[config.mk]
export PLATFORM = sky130hd
export DESIGN_NAME = pcx_rle_image_decoder_flat
export DESIGN_NICKNAME = d
export VERILOG_FILES = /design/src/pcxd_pkg.sv /design/src/pcxd_req_if.sv /design/src/pcxd_rsp_if.sv /design/src/pcxd_datapath.sv /design/src/pcxd_ctrl.sv /design/src/pcx_rle_image_decoder.sv /design/src/flat_wrapper.sv
export VERILOG_INCLUDE_DIRS = /design/src /design/src/src
export SDC_FILE = /design/constraint.sdc
export NUM_CORES = 1
export LEC_CHECK = 0
export BUFFER_PORTS_ARGS = -buffer_cell sky130_fd_sc_hd__buf_4
export CORE_UTILIZATION = 55
export DETAILED_ROUTE_END_ITERATION = 8
export PLACE_DENSITY = 0.83
export SLEW_MARGIN = 10
export SYNTH_ARGS = -nofsm -noshare
export SYNTH_HDL_FRONTEND = slang
export SYNTH_SLANG_ARGS = --single-unit
[constraint.sdc]
create_clock -name clock -period 3.6 [get_ports clock]
set_clock_uncertainty 0.1 [all_clocks]
set_input_delay 0.36 -clock clock [delete_from_list [all_inputs] [get_ports clock]]
set_output_delay 0.36 -clock clock [all_outputs]
set_load 0.005 [all_outputs]
[src/assert_macros.svh]
// Assertion helpers shared by the decoder modules.
`ifndef ASSERT_MACROS_SVH
`define ASSERT_MACROS_SVH

// Same-cycle implication, checked at every rising clock edge outside reset.
`define PCXD_ASSERT_IMPL(label, clk, rst, ante, cons, msg) \
   label: assert property (@(posedge clk) disable iff (rst) (ante) |-> (cons)) \
      else $error(msg);

// Next-cycle implication.
`define PCXD_ASSERT_NEXT(label, clk, rst, ante, cons, msg) \
   label: assert property (@(posedge clk) disable iff (rst) (ante) |=> (cons)) \
      else $error(msg);

`endif

[src/pcxd_pkg.sv]
package pcxd_pkg;

   // Frame geometry and header size
   localparam int FRAME_WIDTH  = 320;
   localparam int MAX_HEIGHT   = 200;
   localparam int HEADER_BYTES = 128;

   // Widths, fixed and derived
   localparam int ADDR_W = 16;
   localparam int BYTE_W = 8;
   localparam int RUN_W  = 6;
   localparam int RUN_MAX = (1 << RUN_W) - 1;
   localparam int OFS_W  = $clog2(HEADER_BYTES);
   localparam int COL_W  = $clog2(FRAME_WIDTH + 1);
   localparam int ROW_W  = $clog2(MAX_HEIGHT);
   localparam int CMP_W  = $clog2(FRAME_WIDTH + RUN_MAX + 1);
   localparam int STAT_W = 2;

   // Header layout
   localparam int HDR_ID_BYTES = 4;
   localparam int ID_IDX_W     = $clog2(HDR_ID_BYTES);
   localparam int HDR_XMAX_LO  = 8;
   localparam int HDR_XMAX_HI  = 9;
   localparam int HDR_YMAX_LO  = 10;
   localparam int HDR_YMAX_HI  = 11;

   localparam logic [BYTE_W-1:0] HDR_MANUFACTURER = 8'h0A;
   localparam logic [BYTE_W-1:0] HDR_VERSION      = 8'h05;
   localparam logic [BYTE_W-1:0] HDR_ENCODING     = 8'h01;
   localparam logic [BYTE_W-1:0] HDR_BPP          = 8'h08;

   // Run byte marker: both top bits set
   localparam logic [1:0] RUN_MARK = 2'b11;

   // Status codes
   localparam logic [STAT_W-1:0] STATUS_OK         = 2'd0;
   localparam logic [STAT_W-1:0] STATUS_BAD_HEADER = 2'd1;
   localparam logic [STAT_W-1:0] STATUS_MALFORMED  = 2'd2;

   // Controller to datapath
   typedef struct packed {
      logic accept;
      logic load_pixel;
      logic load_status;
   } ctrl_cmd_type;

   // Datapath to controller
   typedef struct packed {
      logic acc_has_pixels;
      logic acc_eof;
      logic rem_last;
      logic eof_held;
      logic slot_free;
   } dp_stat_type;

endpackage

[src/pcxd_req_if.sv]
interface pcxd_req_if;
   logic       valid;
   logic       ready;
   logic [7:0] data_byte;
   logic       end_of_file;

   modport source (output valid, output data_byte, output end_of_file, input ready);
   modport sink   (input valid, input data_byte, input end_of_file, output ready);
endinterface

[src/pcxd_rsp_if.sv]
interface pcxd_rsp_if;
   logic        valid;
   logic        ready;
   logic        is_status;
   logic [15:0] pixel_address;
   logic [7:0]  pixel_value;
   logic [1:0]  status;
   logic        last_of_run;

   modport source (output valid, output is_status, output pixel_address,
                   output pixel_value, output status, output last_of_run,
                   input ready);
   modport sink   (input valid, input is_status, input pixel_address,
                   input pixel_value, input status, input last_of_run,
                   output ready);
endinterface

[src/pcxd_datapath.sv]
`include "assert_macros.svh"

module pcxd_datapath (
   input  logic                                  clock,
   input  logic                                  reset,
   input  pcxd_pkg::ctrl_cmd_type                cmd,
   output pcxd_pkg::dp_stat_type                 stat,
   input  logic [pcxd_pkg::BYTE_W-1:0]           data_byte,
   input  logic                                  end_of_file,
   output logic                                  rsp_valid,
   input  logic                                  rsp_ready,
   output logic                                  rsp_is_status,
   output logic [pcxd_pkg::ADDR_W-1:0]           rsp_pixel_address,
   output logic [pcxd_pkg::BYTE_W-1:0]           rsp_pixel_value,
   output logic [pcxd_pkg::STAT_W-1:0]           rsp_status,
   output logic                                  rsp_last_of_run
);
   import pcxd_pkg::*;

   // Decode state
   logic [OFS_W-1:0]                     header_offset_ff, header_offset_in;
   logic                                 header_done_ff, header_done_in;
   logic [HDR_ID_BYTES-1:0][BYTE_W-1:0]  id_bytes_ff, id_bytes_in;
   logic [ADDR_W-1:0]                    right_edge_ff, right_edge_in;
   logic [ADDR_W-1:0]                    row_limit_ff, row_limit_in;
   logic [COL_W-1:0]                     column_ff, column_in;
   logic [ROW_W-1:0]                     row_ff, row_in;
   logic [ADDR_W-1:0]                    row_base_ff, row_base_in;
   logic [RUN_W-1:0]                     pending_ff, pending_in;
   logic                                 awaiting_ff, awaiting_in;
   logic [STAT_W-1:0]                    error_ff, error_in;
   logic                                 finished_ff, finished_in;

   // Current item
   logic [RUN_W-1:0]                     remaining_ff, remaining_in;
   logic [BYTE_W-1:0]                    value_ff, value_in;
   logic                                 eof_ff, eof_in;

   // Output register
   logic                                 out_valid_ff, out_valid_in;
   logic                                 out_is_status_ff, out_is_status_in;
   logic [ADDR_W-1:0]                    out_addr_ff, out_addr_in;
   logic [BYTE_W-1:0]                    out_value_ff, out_value_in;
   logic [STAT_W-1:0]                    out_status_ff, out_status_in;
   logic                                 out_last_ff, out_last_in;

   logic                                 active;
   logic                                 header_ok;
   logic                                 run_check;
   logic [RUN_W-1:0]                     run_len;
   logic                                 run_over;
   logic                                 emit_run;
   logic [COL_W-1:0]                     col_next;
   logic [ROW_W-1:0]                     row_next;
   logic                                 slot_free;
   logic [STAT_W-1:0]                    final_code;

   assign active    = (error_ff == STATUS_OK) && !finished_ff;
   assign slot_free = !out_valid_ff || rsp_ready;

   assign header_ok = (id_bytes_ff[0] == HDR_MANUFACTURER)
                   && (id_bytes_ff[1] == HDR_VERSION)
                   && (id_bytes_ff[2] == HDR_ENCODING)
                   && (id_bytes_ff[3] == HDR_BPP)
                   && (right_edge_ff < ADDR_W'(FRAME_WIDTH))
                   && (row_limit_ff < ADDR_W'(MAX_HEIGHT));

   // Classify an incoming data byte: value byte of a run, run byte, or literal
   always_comb begin
      run_check = 1'b0;
      run_len   = '0;
      if (awaiting_ff) begin
         run_check = 1'b1;
         run_len   = pending_ff;
      end else if (data_byte[BYTE_W-1 -: 2] != RUN_MARK) begin
         run_check = 1'b1;
         run_len   = RUN_W'(1);
      end
   end

   assign run_over = (CMP_W'(column_ff) + CMP_W'(run_len))
                   > (CMP_W'(right_edge_ff) + CMP_W'(2));
   assign emit_run = active && header_done_ff && run_check && !run_over
                   && (run_len != '0);

   assign col_next = column_ff + COL_W'(1);
   assign row_next = row_ff + ROW_W'(1);

   always_comb begin
      if (error_ff != STATUS_OK)  final_code = error_ff;
      else if (!header_done_ff)   final_code = STATUS_BAD_HEADER;
      else if (!finished_ff)      final_code = STATUS_MALFORMED;
      else                        final_code = STATUS_OK;
   end

   always_comb begin
      header_offset_in = header_offset_ff;
      header_done_in   = header_done_ff;
      id_bytes_in      = id_bytes_ff;
      right_edge_in    = right_edge_ff;
      row_limit_in     = row_limit_ff;
      column_in        = column_ff;
      row_in           = row_ff;
      row_base_in      = row_base_ff;
      pending_in       = pending_ff;
      awaiting_in      = awaiting_ff;
      error_in         = error_ff;
      finished_in      = finished_ff;
      remaining_in     = remaining_ff;
      value_in         = value_ff;
      eof_in           = eof_ff;
      out_valid_in     = out_valid_ff && !rsp_ready;
      out_is_status_in = out_is_status_ff;
      out_addr_in      = out_addr_ff;
      out_value_in     = out_value_ff;
      out_status_in    = out_status_ff;
      out_last_in      = out_last_ff;

      if (cmd.accept) begin
         value_in     = data_byte;
         eof_in       = end_of_file;
         remaining_in = '0;
         if (active && !header_done_ff) begin
            if (header_offset_ff < OFS_W'(HDR_ID_BYTES))
               id_bytes_in[header_offset_ff[ID_IDX_W-1:0]] = data_byte;
            if (header_offset_ff == OFS_W'(HDR_XMAX_LO)) right_edge_in[7:0]  = data_byte;
            if (header_offset_ff == OFS_W'(HDR_XMAX_HI)) right_edge_in[15:8] = data_byte;
            if (header_offset_ff == OFS_W'(HDR_YMAX_LO)) row_limit_in[7:0]   = data_byte;
            if (header_offset_ff == OFS_W'(HDR_YMAX_HI)) row_limit_in[15:8]  = data_byte;
            if (header_offset_ff == OFS_W'(HEADER_BYTES - 1)) begin
               header_done_in = 1'b1;
               if (!header_ok)
                  error_in = STATUS_BAD_HEADER;
               else if (row_limit_ff == '0)
                  finished_in = 1'b1;
            end else begin
               header_offset_in = header_offset_ff + OFS_W'(1);
            end
         end else if (active) begin
            if (awaiting_ff) begin
               awaiting_in = 1'b0;
            end else if (!run_check) begin
               pending_in  = data_byte[RUN_W-1:0];
               awaiting_in = 1'b1;
            end
            if (run_check) begin
               if (run_over) error_in = STATUS_MALFORMED;
               else          remaining_in = run_len;
            end
         end
      end

      if (cmd.load_pixel) begin
         out_valid_in     = 1'b1;
         out_is_status_in = 1'b0;
         out_addr_in      = row_base_ff + ADDR_W'(column_ff);
         out_value_in     = value_ff;
         out_status_in    = STATUS_OK;
         out_last_in      = (remaining_ff == RUN_W'(1)) && !eof_ff;
         remaining_in     = remaining_ff - RUN_W'(1);
         column_in        = col_next;
         if ((remaining_ff == RUN_W'(1)) && (ADDR_W'(col_next) > right_edge_ff)) begin
            column_in   = '0;
            row_in      = row_next;
            row_base_in = row_base_ff + ADDR_W'(FRAME_WIDTH);
            if (ADDR_W'(row_next) >= row_limit_ff) finished_in = 1'b1;
         end
      end

      if (cmd.load_status) begin
         out_valid_in     = 1'b1;
         out_is_status_in = 1'b1;
         out_addr_in      = '0;
         out_value_in     = '0;
         out_status_in    = final_code;
         out_last_in      = 1'b1;
         header_offset_in = '0;
         header_done_in   = 1'b0;
         id_bytes_in      = '0;
         right_edge_in    = '0;
         row_limit_in     = '0;
         column_in        = '0;
         row_in           = '0;
         row_base_in      = '0;
         pending_in       = '0;
         awaiting_in      = 1'b0;
         error_in         = STATUS_OK;
         finished_in      = 1'b0;
         eof_in           = 1'b0;
      end
   end

   always_ff @(posedge clock) begin
      if (reset) begin
         header_offset_ff <= '0;
         header_done_ff   <= 1'b0;
         id_bytes_ff      <= '0;
         right_edge_ff    <= '0;
         row_limit_ff     <= '0;
         column_ff        <= '0;
         row_ff           <= '0;
         row_base_ff      <= '0;
         pending_ff       <= '0;
         awaiting_ff      <= 1'b0;
         error_ff         <= STATUS_OK;
         finished_ff      <= 1'b0;
         remaining_ff     <= '0;
         eof_ff           <= 1'b0;
         out_valid_ff     <= 1'b0;
      end else begin
         header_offset_ff <= header_offset_in;
         header_done_ff   <= header_done_in;
         id_bytes_ff      <= id_bytes_in;
         right_edge_ff    <= right_edge_in;
         row_limit_ff     <= row_limit_in;
         column_ff        <= column_in;
         row_ff           <= row_in;
         row_base_ff      <= row_base_in;
         pending_ff       <= pending_in;
         awaiting_ff      <= awaiting_in;
         error_ff         <= error_in;
         finished_ff      <= finished_in;
         remaining_ff     <= remaining_in;
         eof_ff           <= eof_in;
         out_valid_ff     <= out_valid_in;
      end
   end

   always_ff @(posedge clock) begin
      value_ff         <= value_in;
      out_is_status_ff <= out_is_status_in;
      out_addr_ff      <= out_addr_in;
      out_value_ff     <= out_value_in;
      out_status_ff    <= out_status_in;
      out_last_ff      <= out_last_in;
   end

   assign stat.acc_has_pixels = emit_run;
   assign stat.acc_eof        = end_of_file;
   assign stat.rem_last       = (remaining_ff == RUN_W'(1));
   assign stat.eof_held       = eof_ff;
   assign stat.slot_free      = slot_free;

   assign rsp_valid         = out_valid_ff;
   assign rsp_is_status     = out_is_status_ff;
   assign rsp_pixel_address = out_addr_ff;
   assign rsp_pixel_value   = out_value_ff;
   assign rsp_status        = out_status_ff;
   assign rsp_last_of_run   = out_last_ff;

   `PCXD_ASSERT_IMPL(a_col_in_frame, clock, reset, 1'b1, column_ff <= COL_W'(FRAME_WIDTH), "column beyond frame width")
   `PCXD_ASSERT_IMPL(a_finish_after_header, clock, reset, finished_ff, header_done_ff, "decode finished without header")
   `PCXD_ASSERT_NEXT(a_status_clears, clock, reset, cmd.load_status, !header_done_ff && !awaiting_ff && (error_ff == STATUS_OK), "state not cleared after status")

endmodule

[src/pcxd_ctrl.sv]
`include "assert_macros.svh"

module pcxd_ctrl (
   input  logic                   clock,
   input  logic                   reset,
   input  logic                   req_valid,
   output logic                   req_ready,
   input  pcxd_pkg::dp_stat_type  stat,
   output pcxd_pkg::ctrl_cmd_type cmd
);
   import pcxd_pkg::*;

   typedef enum logic [1:0] {ST_IDLE, ST_EMIT, ST_STATUS} state_type;

   state_type state_ff, state_in;

   always_comb begin
      state_in        = state_ff;
      req_ready       = 1'b0;
      cmd.accept      = 1'b0;
      cmd.load_pixel  = 1'b0;
      cmd.load_status = 1'b0;
      case (state_ff)
         ST_IDLE: begin
            // Hold off the input while reset is applied.
            req_ready  = !reset;
            cmd.accept = req_valid && !reset;
            if (cmd.accept) begin
               if (stat.acc_has_pixels) state_in = ST_EMIT;
               else if (stat.acc_eof)   state_in = ST_STATUS;
            end
         end
         ST_EMIT: begin
            if (stat.slot_free) begin
               cmd.load_pixel = 1'b1;
               if (stat.rem_last) state_in = stat.eof_held ? ST_STATUS : ST_IDLE;
            end
         end
         ST_STATUS: begin
            if (stat.slot_free) begin
               cmd.load_status = 1'b1;
               state_in        = ST_IDLE;
            end
         end
         default: state_in = ST_IDLE;
      endcase
   end

   always_ff @(posedge clock) begin
      if (reset) state_ff <= ST_IDLE;
      else       state_ff <= state_in;
   end

   `PCXD_ASSERT_NEXT(a_run_enters_emit, clock, reset, cmd.accept && stat.acc_has_pixels, state_ff == ST_EMIT, "run did not start emitting")
   `PCXD_ASSERT_NEXT(a_status_to_idle, clock, reset, cmd.load_status, state_ff == ST_IDLE, "no return to idle after status")

endmodule

[src/pcx_rle_image_decoder.sv]
// Output: a byte with pixels moves the sequencer to its emit state, which loads the output
// register with one pixel item per cycle while rsp is not stalled, then the status item if
//   the byte closed the file. Header and run-count bytes keep it idle, the one state taking bytes.
// A stalled rsp holds the emit loop; the output register lets one item wait while work goes on.
// Reset: synchronous, active high; clears all decode state; the status item also clears it.
module pcx_rle_image_decoder (
   input  logic       clock,
   input  logic       reset,
   pcxd_req_if.sink   req_chan,
   pcxd_rsp_if.source rsp_chan
);
   import pcxd_pkg::*;

   // Command and status groups between the sequencer and the datapath
   ctrl_cmd_type cmd;
   dp_stat_type  stat;

   // Sequencer: take a byte when idle, then drive one pixel item per free output
   // slot, and the status item last when the byte closed the file.
   pcxd_ctrl u_ctrl (
      .clock     (clock),
      .reset     (reset),
      .req_valid (req_chan.valid),
      .req_ready (req_chan.ready),
      .stat      (stat),
      .cmd       (cmd)
   );

   // Datapath: header capture and check, run classification, row and column
   // tracking with an added row base instead of a multiply, and the output register.
   pcxd_datapath u_dp (
      .clock             (clock),
      .reset             (reset),
      .cmd               (cmd),
      .stat              (stat),
      .data_byte         (req_chan.data_byte),
      .end_of_file       (req_chan.end_of_file),
      .rsp_valid         (rsp_chan.valid),
      .rsp_ready         (rsp_chan.ready),
      .rsp_is_status     (rsp_chan.is_status),
      .rsp_pixel_address (rsp_chan.pixel_address),
      .rsp_pixel_value   (rsp_chan.pixel_value),
      .rsp_status        (rsp_chan.status),
      .rsp_last_of_run   (rsp_chan.last_of_run)
   );

endmodule
[src/flat_wrapper.sv]
// flat-port wrapper written by rule: the top's interface ports become plain ports
module pcx_rle_image_decoder_flat import pcxd_pkg::*;
  (clock, reset, req_chan_valid, req_chan_data_byte, req_chan_end_of_file, req_chan_ready, rsp_chan_valid, rsp_chan_is_status, rsp_chan_pixel_address, rsp_chan_pixel_value, rsp_chan_status, rsp_chan_last_of_run, rsp_chan_ready);
  pcxd_req_if req_chan_i ();
  pcxd_rsp_if rsp_chan_i ();
  input  logic clock;
  input  logic reset;
  input wire logic [$bits(req_chan_i.valid)-1:0] req_chan_valid;
  input wire logic [$bits(req_chan_i.data_byte)-1:0] req_chan_data_byte;
  input wire logic [$bits(req_chan_i.end_of_file)-1:0] req_chan_end_of_file;
  output wire logic [$bits(req_chan_i.ready)-1:0] req_chan_ready;
  output wire logic [$bits(rsp_chan_i.valid)-1:0] rsp_chan_valid;
  output wire logic [$bits(rsp_chan_i.is_status)-1:0] rsp_chan_is_status;
  output wire logic [$bits(rsp_chan_i.pixel_address)-1:0] rsp_chan_pixel_address;
  output wire logic [$bits(rsp_chan_i.pixel_value)-1:0] rsp_chan_pixel_value;
  output wire logic [$bits(rsp_chan_i.status)-1:0] rsp_chan_status;
  output wire logic [$bits(rsp_chan_i.last_of_run)-1:0] rsp_chan_last_of_run;
  input wire logic [$bits(rsp_chan_i.ready)-1:0] rsp_chan_ready;
  assign req_chan_i.valid = req_chan_valid;
  assign req_chan_i.data_byte = req_chan_data_byte;
  assign req_chan_i.end_of_file = req_chan_end_of_file;
  assign req_chan_ready = req_chan_i.ready;
  assign rsp_chan_valid = rsp_chan_i.valid;
  assign rsp_chan_is_status = rsp_chan_i.is_status;
  assign rsp_chan_pixel_address = rsp_chan_i.pixel_address;
  assign rsp_chan_pixel_value = rsp_chan_i.pixel_value;
  assign rsp_chan_status = rsp_chan_i.status;
  assign rsp_chan_last_of_run = rsp_chan_i.last_of_run;
  assign rsp_chan_i.ready = rsp_chan_ready;
  pcx_rle_image_decoder u_core (.clock(clock), .reset(reset), .req_chan(req_chan_i), .rsp_chan(rsp_chan_i));
endmodule
### After elaboration in Yosys (flattened, before gate mapping)

Index checks and enable logic that the tools add are counted.

* register bits after elaboration: 161
* input bits: 13
* output and inout bits: 30

* add/subtract/negate cells: 8
* $lt $le $gt $ge: 8
* eq/ne operators: 20
* mux-type cells: 50
* bitwise operators: 4
* reduce and logical (&&, ||, !) cells: 47

Operators by type and width (number)
* 2-to-1 mux 6 bit: 7
* 2-to-1 mux 2 bit: 18
* bitwise mux 32 bit: 1
* equality test 7 x 4 -> 1 bit, second input constant: 4
* AND reduction 3 bit: 8
* 2-to-1 mux 1 bit: 20
* adder 16 x 9 -> 16 bit: 1
* adder 16 x 9 -> 16 bit, second input constant: 1
* demux 8 bit (select 2 bit): 1
* equality test 8 x 4 -> 1 bit, second input constant: 2
* greater-or-equal comparator 8 x 16 -> 1 bit: 1
* greater-than comparator 9 x 16 -> 1 bit: 1
* logical AND 1 bit: 16
* zero test 16 bit: 1
* less-than comparator 16 x 8 -> 1 bit, second input constant: 1
* less-than comparator 16 x 9 -> 1 bit, second input constant: 1
* nonzero test 2 bit: 6
* != test 2 bit, second input constant: 5
* AND reduction 5 bit: 2
* adder 9 x 1 -> 9 bit, second input constant: 1
* adder 9 x 2 -> 9 bit, second input constant: 1
* adder 9 x 6 -> 9 bit: 1
* greater-than comparator 9 bit: 1
* 2-to-1 mux 9 bit: 1
* 24 further kinds: 35

### Depth between registers and ports, before layout

* depth in word-level cells: 13
* gate-level depth with buffers: 18
* mapped depth without buffers: 17

### Cells and area by module

A second synthesis with hierarchy kept.

* cells, all modules: 894
* area, all modules: 7647.3 um^2

By module, submodules not included
* pcxd_datapath: instances 1, cells an instance 877, area each 7517.2 um^2, sequential area each 3163.0 um^2
* pcxd_ctrl: instances 1, cells an instance 17, area each 130.1 um^2, sequential area each 40.0 um^2

### Worst setup path before layout

Ideal clock, no wire load.

* path kind: input-to-reg
* start point: input req_chan_data_byte[6]
* end point: register u_core.u_dp.remaining_ff[5]
* arrival time: 3.742 ns
* data required time: 3.405 ns
* slack: -0.338 ns
* stages on the path: 17
* path buffers: 1
* path through: buf_2 and3b_1 a21oi_1 ha_1 ha_1 a31oi_1 o21ai_0 a21o_1 a21oi_1 nor2_1 xor2_1 ha_1 and2_1 a221oi_1 a21oi_1 or4b_1 a221oi_1

* word-level cells in the longest chain between the ends: 11
* elaborated cells on any way between the ends: 13

Ends and longest elaborated chain
* start: declaration: RTL line flat_wrapper.sv:9 `input wire logic [$bits(req_chan_i.data_byte)-1:0] req_chan_data_byte;`
* != test 2 bit (*): RTL line pcxd_datapath.sv:75 `end else if (data_byte[BYTE_W-1 -: 2] != RUN_MARK) begin`
* 2-to-1 mux 1 bit: RTL line pcxd_datapath.sv:75
* 2-to-1 mux 6 bit: RTL line pcxd_datapath.sv:72 `if (awaiting_ff) begin`
* adder 9 x 6 -> 9 bit: RTL line pcxd_datapath.sv:81 `assign run_over = (CMP_W'(column_ff) + CMP_W'(run_len))`
* greater-than comparator 9 bit: RTL line pcxd_datapath.sv:82 `> (CMP_W'(right_edge_ff) + CMP_W'(2));`
* 2-to-1 mux 6 bit: RTL line pcxd_datapath.sv:147 `if (run_over) error_in = STATUS_MALFORMED;`
* 2-to-1 mux 6 bit (*): RTL line pcxd_datapath.sv:146 `if (run_check) begin`
* 2-to-1 mux 6 bit (*): RTL line pcxd_datapath.sv:139 `end else if (active) begin`
* 2-to-1 mux 6 bit (*): RTL line pcxd_datapath.sv:123 `if (active && !header_done_ff) begin`
* 2-to-1 mux 6 bit (*): RTL line pcxd_datapath.sv:119 `if (cmd.accept) begin`
* 2-to-1 mux 6 bit (*): RTL line pcxd_datapath.sv:153 `if (cmd.load_pixel) begin`
* end signal: assignment: RTL line pcxd_datapath.sv:223 `remaining_ff <= remaining_in;`
* end: declaration: RTL line pcxd_datapath.sv:35 `logic [RUN_W-1:0] remaining_ff, remaining_in;`

Mark *: on every way between the ends. The rest lies on a longest branch, timed or not. The select of a mux whose other input is x is not followed.
A chain may end at the register's enable or synchronous reset.

### Worst setup path in the final report

* start point: register u_core.u_dp.awaiting_ff
* end point: register u_core.u_dp.remaining_ff[2]

* word-level cells in the longest chain between the ends: 9
* elaborated cells on any way between the ends: 10

Ends and longest elaborated chain
* start: declaration: RTL line pcxd_datapath.sv:30 `logic awaiting_ff, awaiting_in;`
* start signal: assignment: RTL line pcxd_datapath.sv:220 `awaiting_ff <= awaiting_in;`
* 2-to-1 mux 6 bit: RTL line pcxd_datapath.sv:72
* adder 9 x 6 -> 9 bit: RTL line pcxd_datapath.sv:81
* greater-than comparator 9 bit: RTL line pcxd_datapath.sv:82
* 2-to-1 mux 6 bit: RTL line pcxd_datapath.sv:147
* 2-to-1 mux 6 bit (*): RTL line pcxd_datapath.sv:146
* 2-to-1 mux 6 bit (*): RTL line pcxd_datapath.sv:139
* 2-to-1 mux 6 bit (*): RTL line pcxd_datapath.sv:123
* 2-to-1 mux 6 bit (*): RTL line pcxd_datapath.sv:119
* 2-to-1 mux 6 bit (*): RTL line pcxd_datapath.sv:153

Marked as above.

==> results.tsv <==
stage	metric	value	unit
clock_network	cts_max_level	4	
timing	tightest_slew	813	ps
global_routing	grt_usage	0.261	
placed_design	portBuffers	42	
logic_synthesis	synth_area_leaders	dfxtp_1 38%, ha_1 7.4%, a21oi_1 6.8%	
pwr	leakagePower	3.35	nW
placed_design	placed_cells	1090	
logic_synthesis	ys_seq_area_frac	0.419	
critical_path	cp_max_fo	3	
die	coreArea	13400	sq um
critical_path	endpoint_kind	register	
critical_path	rr_worst_depth	15	
logic_synthesis	synth_seq_cells	155	
critical_path	setup.worst_path.start_class	register	
die	num_io_pins	43	
logic_synthesis	syn_avg_cell_area	8.53	sq um
logic_synthesis	ys.flop_type	dfxtp_1	
critical_path	setup.worst_path.class	reg -> reg	
placed_design	post-place-ws	-202	ps
critical_path	cp.arrival	4010	ps
logic_synthesis	netlist_area	7640	sq um
final_layout	finalCoreUtilization	0.664	
final_layout	num-fill-cells	1041	
run	maxCapViolCount	0	
final_layout	stdcell_count	1124	
detailed_routing	via_count	6698	
worst_hold_path	min_path_type	in -> reg	
outcome	violations	setup timing	
timing	slew_viol_final	0	
logic_synthesis	yosysMostFrequentCell	dfxtp_1	
placed_design	dp_hpwl	12100	um
global_routing	overflow	0	
pwr	max-vdd-ir-drop	0.336	mV
detailed_routing	drc	0	
logic_synthesis	synth_warnings	0	
detailed_routing	drt_iter0_drc	454	
global_routing	grt_pass1_vias	6222	
die	die-area	14400	sq um
logic_synthesis	yosysTopAreaCell	dfxtp_1	
pwr	powerDensity	407	nW/um^2
detailed_routing	wl_per_cell	16.6	um
die	num_rows	42	
final_layout	area_delta_synth_final	16.5	%
critical_path	crit_end	u_core.u_dp.remaining_ff[2]	
global_routing	antenna_found_initial	0	
clock_network	hold_buffers	0	
timing	min_period_over_period	1.05	
timing	worst_slack	-175	ps
clock_network	numCtsBuffers	17	
clock_network	cts-root-buf	clkbuf_16	
timing	hold_viol_final	0	
detailed_routing	ant_nets	0	
clock_network	clock_latency	430	ps
clock_network	cts_tree	yes	
final_layout	nets	995	
timing	rsz0062_at_grt	yes	
pwr	p_total	3.63	mW
die	die_h	120	um
clock_network	cts.reportedPaths.clkPinSlew	60	ps
final_layout	num_antenna_cells	0	
global_routing	grt_pass1_wl	29700	um
timing	fmax	0.265	GHz
logic_synthesis	syn_nets	954	
timing	relSlewSlack	0.458	
logic_synthesis	post_synth_most_frequent_cells	145 x dfxtp_1, 113 x nand2_1, 104 x a21oi_1	
critical_path	crit_path_start	u_core.u_dp.awaiting_ff	
critical_path	rrSetupSlack	-170	ps
final_layout	drive_gt1_frac	0.159	
timing	finalSetupViolations	4	
die	start_util	0.570	
placed_design	place_congestion	0.901	
logic_synthesis	synth_top_area_share	0.380	
critical_path	required	3830	ps
clock_network	cts_num_sinks	155	
outcome	outcome	finished with violations	
logic_synthesis	synth_edf_count	10	
logic_synthesis	synth_cell_types	62	
detailed_routing	via_per_inst	5.96	
final_layout	multi_input_area	4230	sq um
critical_path	r2r-start	u_core.u_dp.awaiting_ff	
final_layout	design_area	8900	sq um
critical_path	regToRegEndpoint	u_core.u_dp.remaining_ff[2]	
detailed_routing	routed_wirelength	18700	um
timing	min_period	3770	ps
detailed_routing	route.met2.wl	9080	um
detailed_routing	met1Wirelength	7850	um
detailed_routing	routed-wl-met3	1150	um
global_routing	grt_max_degree	72	
detailed_routing	firstDrtPassIters	6	
final_layout	seq_area	3210	sq um
logic_synthesis	ys_async_sr_fraction	0	
detailed_routing	highest_layer	met4	
clock_network	clk_path_buf_depth	2	
placed_design	placed_cell_area	8170	sq um
logic_synthesis	netlist_instances	895	
die	die_x	120	um
==> registers in the layout, summed over array words and instances (netlist names), 2 cells and up <==
signal                         count
u_core.u_dp.id_bytes_ff           32
u_core.u_dp.right_edge_ff         16
u_core.u_dp.row_limit_ff          16
u_core.u_dp.rsp_pixel_address     16
u_core.u_dp.row_base_ff           10
u_core.u_dp.column_ff              9
u_core.u_dp.row_ff                 8
u_core.u_dp.rsp_pixel_value        8
u_core.u_dp.value_ff               8
u_core.u_dp.header_offset_ff       7
u_core.u_dp.pending_ff             6
u_core.u_dp.remaining_ff           6
u_core.u_ctrl.state_ff             2
u_core.u_dp.error_ff               2
u_core.u_dp.rsp_status             2
==> worst max-delay path: stages (launching register included) <==
cell and delay [ps]:
dfxtp_2 320, and3b_2 270, a21oi_4 50, ha_4 170, maj3_2 320, nand3_1 120, nand2_1 100, a21oi_1 280
xnor2_1 190, ha_1 270, nand3_1 150, o21bai_1 110, o311ai_2 290, a21oi_2 120, or4b_1 560, a221oi_2 260
==> worst min-delay path by stage <==
stage                                      from                               end  slack, ps  cells after the start
2_1_floorplan        u_core.u_dp.id_bytes_ff[1]        u_core.u_dp.id_bytes_ff[1]        330                      2
3_3_place_gp   u_core.u_dp.rsp_pixel_address[7]  u_core.u_dp.rsp_pixel_address[7]        340                      2
3_5_place_dp            u_core.u_dp.value_ff[4]    u_core.u_dp.rsp_pixel_value[4]        350                      1
4_1_cts                    req_chan_end_of_file                u_core.u_dp.eof_ff         80                      3
5_1_grt                    req_chan_end_of_file                u_core.u_dp.eof_ff        100                      3
6_report                   req_chan_end_of_file                u_core.u_dp.eof_ff         90                      3
==> cell type report <==
type                            instances  area share
Multi-Input combinational cell        655       0.475
Sequential cell                       155       0.361
Timing Repair Buffer                   72      0.0612
Clock buffer                           19      0.0509
Tap cell                              176      0.0247
Inverter                               35      0.0148
Clock inverter                         12      0.0128
==> per-layer routing <==
layer	up-vias	GRT usage
met3	61	0.0613
met4	0	0.117
li1	3228	-
met2	255	0.433
met1	3154	0.321
met5	-	0
==> cells in the final DEF, fill, tap and decap left out, types with 7 or more instances in the layout <==
| cell type | instances |
|---|---|
| dfxtp_1 | 141 |
| xor2_1 | 21 |
| mux2i_1 | 16 |
| nor2_1 | 61 |
| or3_1 | 9 |
| a21oi_1 | 100 |
| a21o_1 | 7 |
| o21ai_0 | 22 |
| nand3_1 | 88 |
| inv_1 | 34 |
| nand4_1 | 8 |
| nor4_1 | 10 |
| edfxtp_1 | 10 |
| buf_4 | 71 |
| clkbuf_16 | 17 |
| xnor2_1 | 29 |
| a22o_1 | 14 |
| ha_1 | 42 |
| nor3_1 | 15 |
| nand2_1 | 112 |
==> per-stage QoR <==
stage                     hold slack [ps]  TNS, ps
after floorplan                       331        0
after global placement                337    -51.7
after detailed placement              346     -742
after CTS                            81.9        0
after global routing                  103    -1660
final                                91.4     -330
==> repair_timing <==
item / in CTS / in global routing
setup buffers: 0 / 3
cloned: 0 / 0
resized for setup: 3 / 26
setup endpoints to repair: 3 / 17
endpoints found under the hold margin: 0 / 0
pin swaps: 1 / 10
==> kinds of logic after synthesis <==
| kind of cell | count (synthesis) | share of synthesized area |
|---|---|---|
| fa+ha+maj | 47 | 0.0777 |
| compound gates | 181 | 0.140 |
| flops | 155 | 0.419 |
| mux | 17 | 0.0224 |
| xor+xnor | 51 | 0.0585 |
| buf+inv | 85 | 0.0488 |
| simple gates | 359 | 0.233 |
==> power by group <==
part           total, mW  leakage [nW]  internal [mW]  switching (mW)
Clock               1.71         0.280          0.989           0.723
Sequential          1.76          1.27           1.75         0.00991
Combinational      0.156          1.81         0.0473           0.108
No activity file was read; power rests on OpenSTA's default activity.
